File: src/rtl/core/vge_pkg.sv
package vge_pkg;

    // Largest volume footprint held in the plane store.
    localparam int MAX_X = 256;
    localparam int MAX_Y = 256;

    localparam int COL_W     = $clog2(MAX_X);
    localparam int ROW_W     = $clog2(MAX_Y);
    localparam int ADDR_W    = 1 + ROW_W + COL_W;
    localparam int MEM_DEPTH = 2 ** ADDR_W;

    localparam int SIZE_W = 9;
    localparam int SAMP_W = 16;
    localparam int SQ_W   = 32;
    localparam int DD_W   = 34;
    localparam int RHS_W  = 48;
    localparam int NSTEP  = 8;

    // Output queue between the arithmetic pipeline and the result port.
    localparam int QDEPTH = 32;
    localparam int QPTR_W = $clog2(QDEPTH);
    localparam int QCNT_W = $clog2(QDEPTH + 1);
    localparam int QDATA_W = 33;

    typedef enum logic [1:0] {
        REG_SIZE_X   = 2'd0,
        REG_SIZE_Y   = 2'd1,
        REG_OUT_MODE = 2'd2
    } reg_idx_t;

    typedef struct packed {
        logic [SIZE_W-1:0] size_x;
        logic [SIZE_W-1:0] size_y;
        logic              out_mode;
    } cfg_t;

    // Neighborhood read out of the plane store for one voxel.
    typedef struct packed {
        logic              vld;
        logic              act;
        logic              mode;
        logic              last;
        logic [SAMP_W-1:0] samp;
        logic [SAMP_W-1:0] cen;
        logic [SAMP_W-1:0] xp;
        logic [SAMP_W-1:0] xm;
        logic [SAMP_W-1:0] yp;
        logic [SAMP_W-1:0] ym;
        logic [SAMP_W-1:0] blw;
    } rd_t;

    // One voxel moving through the encoding search.
    typedef struct packed {
        logic                   vld;
        logic                   mode;
        logic                   last;
        logic [7:0]             dens;
        logic [DD_W-1:0]        dd;
        logic [2:0]             dneg;
        logic [2:0][RHS_W-1:0]  rhs;
        logic [2:0][7:0]        kn;
        logic [7:0]             km;
    } srch_t;

    typedef struct packed {
        logic        vld;
        logic        last;
        logic [31:0] data;
    } res_t;

    function automatic logic [COL_W:0] eff_x(input logic [SIZE_W-1:0] sz);
        logic [COL_W:0] r;
        if (sz == '0)
            r = (COL_W+1)'(1);
        else if (int'(sz) > MAX_X)
            r = (COL_W+1)'(MAX_X);
        else
            r = (COL_W+1)'(sz);
        return r;
    endfunction

    function automatic logic [ROW_W:0] eff_y(input logic [SIZE_W-1:0] sz);
        logic [ROW_W:0] r;
        if (sz == '0)
            r = (ROW_W+1)'(1);
        else if (int'(sz) > MAX_Y)
            r = (ROW_W+1)'(MAX_Y);
        else
            r = (ROW_W+1)'(sz);
        return r;
    endfunction

endpackage

File: src/rtl/core/vge_fifo.sv
module vge_fifo
    import vge_pkg::*;
(
    input  logic               clk,
    input  logic               rst_n,
    input  logic               wr_en,
    input  logic [QDATA_W-1:0] wr_data,
    input  logic               rd_en,
    output logic [QDATA_W-1:0] rd_data,
    output logic               not_empty
);

    logic [QDATA_W-1:0] q_reg [QDEPTH];
    logic [QPTR_W-1:0]  wp_reg, rp_reg;
    logic [QCNT_W-1:0]  cnt_reg, cnt_next;

    always_comb
    begin
        cnt_next = cnt_reg;
        if (wr_en && !rd_en)
            cnt_next = cnt_reg + 1'b1;
        else if (!wr_en && rd_en)
            cnt_next = cnt_reg - 1'b1;
    end

    always_ff @(posedge clk or negedge rst_n)
    begin
        if (!rst_n)
        begin
            wp_reg  <= '0;
            rp_reg  <= '0;
            cnt_reg <= '0;
        end
        else
        begin
            if (wr_en)
                wp_reg <= wp_reg + 1'b1;
            if (rd_en)
                rp_reg <= rp_reg + 1'b1;
            cnt_reg <= cnt_next;
        end
    end

    always_ff @(posedge clk)
    begin
        if (wr_en)
            q_reg[wp_reg] <= wr_data;
    end

    assign rd_data   = q_reg[rp_reg];
    assign not_empty = (cnt_reg != '0);

endmodule

File: config.mk
export PLATFORM = sky130hd
export DESIGN_NAME = vge_fifo
export DESIGN_NICKNAME = d
export VERILOG_FILES = /design/src/rtl/core/vge_pkg.sv /design/src/rtl/core/vge_fifo.sv
export SDC_FILE = /design/constraint.sdc
export NUM_CORES = 1
export LEC_CHECK = 0
export BUFFER_PORTS_ARGS = -buffer_cell sky130_fd_sc_hd__buf_2
export CORE_UTILIZATION = 35
export DETAILED_ROUTE_END_ITERATION = 8
export GPL_TIMING_DRIVEN = 0
export PLACE_DENSITY = 0.53
export SKIP_CTS_REPAIR_TIMING = 1
export SLEW_MARGIN = 20
export SYNTH_ARGS = -nofsm -noshare
export SYNTH_HDL_FRONTEND = slang
export SYNTH_SLANG_ARGS = --single-unit
File: constraint.sdc
create_clock -name clk -period 7.9 [get_ports clk]
set_input_delay 1.185 -clock clk [delete_from_list [all_inputs] [get_ports clk]]
set_output_delay 1.185 -clock clk [all_outputs]
set_load 0.05 [all_outputs]
==> results <==
- The number of global-route vias before repair came to 21200.
- Clock tree synthesis inserted a total of 111 buffers.
- The reg2reg setup slack is 5.33 ns.
- The areal power density over the cells is 368 nW/µm².
- Of the available clock period, the critical path in the final layout requires 65.9%.
- The setup total negative slack is 0 ns.
- The number of flops mapped to enable cells by yosys is 1056.
- The floorplan step defined a die boundary enclosing 118000 µm².
- The area growth from synthesis to layout is 18.4%.
- The total global-route track usage is 17.9%.
- The library cells used most frequently in the layout, excluding fill and tap cells, are edfxtp_1, mux4_2, mux2i_1.
- Measured on the finished design, the core utilization comes to 41.8%.
- Setup repair after global routing left no endpoint under its margin.
- The detailed-placement wirelength estimate is 71000 µm.
- After detailed routing, the number of vias per cell comes to 5.34.
- The tightest min-delay check is of the input pin to asynchronous set/reset pin type.
- The wire length of the first global-routing pass is 150000 µm.
- In this run the tightest slew margin relative to its limit is 23.0%.
- The number of antenna cells inserted is 0.
- The number of cells on the worst reg-to-reg path is 5.
- For the finished layout, the period the worst path requires is 5.21 ns.
- The antenna violation net count after detailed routing is 0.
- The share of synthesized registers carrying an async set or reset is 1.49%.
- met2 is the most crowded layer.
- The CTS tree is done.
- Max-cap violations in this run came to 0.
- Along the worst path, the maximum fanout reaches 10.
- The number of iterations in the first detailed-routing pass is 5.
- The clock drives 1072 sinks.
- The distinct cell type count after synthesis is 37.
- The signal on the critical path passes through buf_2 > nor2b_1 > clkbuf_1 > clkbuf_1 > a22oi_1 > a21oi_1 > buf_2.
- The kind of cell with the highest combined delay along the critical path is buffers and inverters.
- Derived from the worst setup path, the maximum achievable clock frequency is 192 MHz.
- Clock-pin slew was measured on the worst setup and hold paths at 0.07 ns.
- The static power due to leakage is 0.0154 µW.
- The routing usage on met3 is 2.66%.
- The number of antenna violations at the first check in global routing is 0.
- The delay of the slowest critical-path stage is 0.85 ns.
- The count of final hold-check violations is 0.
- Leaving out fill and tap cells, the most frequent cell in the layout is edfxtp_1.
- STA classifies the critical path startpoint as a register.
- From left edge to right edge, the die measures 344 µm.
- The routing usage on met2 is 30.8%.
- The later pin in the worst-skew pair is clocked with a latency of 0.69 ns.
- The master cell of the clock root buffer is clkbuf_16.
- For this configuration, the core starts out at a cell density of 35.3%.
- The count of standard-cell rows is 125.
- On the critical path, the stage with the largest delay is an instance of clkbuf_1.
- Entering global routing, the biggest net connects 33 pins.
- In the final routed layout, each cell accounts on average for 28.2 µm.
- The classification of the worst setup path is register to output port.
- The number of top-level design ports is 71.
- The clock arrives with 0.0239 ns of skew.
- The synthesized net count is 1900.
- The last weighted congestion value of the routability-driven placer is 0.754.
- The final count of negative-setup-slack endpoints is 0.
- The cell count after synthesis came out at 1852.
- The register with the most flip-flops in the layout has 1056 of them.
- The worst setup path is captured at an output port.
- For this run the aggregate overflow at the end of global routing stands at 0.
- The hold slack is 0.416 ns.
- At the worst endpoint, the required time is 6.71 ns.
- The number of buffer and inverter stages on the critical path is 4.
- The number of warning messages in the yosys log is 0.
- The arrival time at the worst endpoint is 4.02 ns.
- The wire length after detailed routing is 105000 µm.
- The sequential element share of the synthesized area is 78.4%.
- Summing every instance area after synthesis gives 41000 µm².
- The worst flop-to-flop path endpoint is q_reg[14][16].
- The DRC violation count after routing is 0.
- The detailed router's first-iteration violation count is 1842.
- The floorplan step defined a core boundary enclosing 116000 µm².
- The total via count after detailed routing is 19800.
- The met1 global-route usage is 23.6%.
- The worst voltage drop across the vdd grid is 0.000190 V.
- In this run the tool buffered the top-level ports with 70 buffer cells.
- For the pin with the worst max-slew slack, the measured transition is 1.15 ns.
- The net count of the finished layout is 2139.
- Counting flops and latches in the post-synthesis netlist gives 1072.
- The most used flip-flop cell after synthesis is edfxtp_1.
- The floorplan die height is 344 µm.
- The final-report max-slew violation count came to 0.
- In the final layout, the share of cells above drive strength 1 is 27.2%.
- The fill cell instance count of the final layout is 10100.
- The number of levels in the clock H-tree is 3.
- The start of the worst register-to-register path is wp_reg[0].
- The maximum buffer depth of the clock tree is 3.
- The run finished with clean final reports.
- In this run the mean area of a mapped cell was 22.1 µm².
[cells by family after synthesis]
group           after synthesis  synth area share (%)
fa+ha+maj                    11                 0.354
compound gates              242                  4.27
xor+xnor                     12                 0.257
simple gates                 70                 0.791
flops                      1072                  78.4
buf+inv                     113                  1.69
mux                         332                  14.2
[cell usage after synthesis (10+ instances only)]
cell	instances	area share (%)
nor2_1	36	0.33
buf_2	29	0.35
mux2i_1	130	3.2
a22o_1	32	0.68
buf_6	29	0.80
a21oi_1	36	0.44
o22ai_1	32	0.49
dfrtp_1	16	0.98
a211oi_1	65	1.2
mux4_2	200	11
clkbuf_1	44	0.40
o221ai_1	33	0.71
a22oi_1	33	0.60
nand2_1	14	0.13
ha_1	10	0.31
edfxtp_1	1056	77
[worst max path at each step]
| stage | depth (start not counted) | slack [ns] | from | end |
|---|---|---|---|---|
| 4_1_cts | 7 | 2.44 | rp_reg[3] | rd_data[18] |
| 5_1_grt | 7 | 2.57 | rp_reg[3] | rd_data[25] |
| 6_report | 7 | 2.69 | rp_reg[2] | rd_data[2] |
| 3_5_place_dp | 7 | 3.32 | rp_reg[3] | rd_data[2] |
| 2_1_floorplan | 4 | 4.34 | wr_en | q_reg[23][0] |
| 3_3_place_gp | 5 | 1.60 | wr_en | q_reg[11][18] |
[per-layer routing]
layer	wire length, µm	vias up
met2	53200	597
li1	-	8397
met1	43500	10700
met5	0	-
met4	2460	0
met3	5740	134
[power breakdown]
group          switching (µW)  internal (µW)  total (µW)
Sequential                105           6620        6720
Combinational            3680           2050        5730
Clock                    2190           3190        5390
Total                    5980          11900       17800
[worst reg2reg max path, stage by stage (launching register included)]
cell and delay (ns):
dfrtp_1 0.43, inv_1 0.11, ha_1 0.15, nand2_1 0.43, nor2_4 0.81, buf_12 0.27
[stage by stage]
| step | area (µm²) | instances | power (µW) | setup slack [ns] |
|---|---|---|---|---|
| 4_1_cts | 48500 | 3712 | 18100 | 2.44 |
| 3_5_place_dp | 44700 | 3502 | 12700 | 3.32 |
| 5_1_grt | 48500 | 3712 | 18500 | 2.57 |
| 2_1_floorplan | 41000 | 1852 | 10600 | 4.34 |
| 6_report | 48500 | 3712 | 17800 | 2.69 |
| 3_3_place_gp | 43200 | 3446 | 12500 | 1.60 |
[final cells by class]
type                            count  area, µm²  share of cell area (%)
Timing Repair Buffer              126       1610                    3.31
Multi-Input combinational cell    667       8390                    17.3
Clock buffer                      132       2920                    6.02
Sequential cell                  1072      32100                    66.2
Clock inverter                     78        858                    1.77
Buffer                            109        681                    1.40
Tap cell                         1524       1910                    3.93
Inverter                            4       15.0                  0.0310
Note: power is estimated with default switching activity, not from simulation.
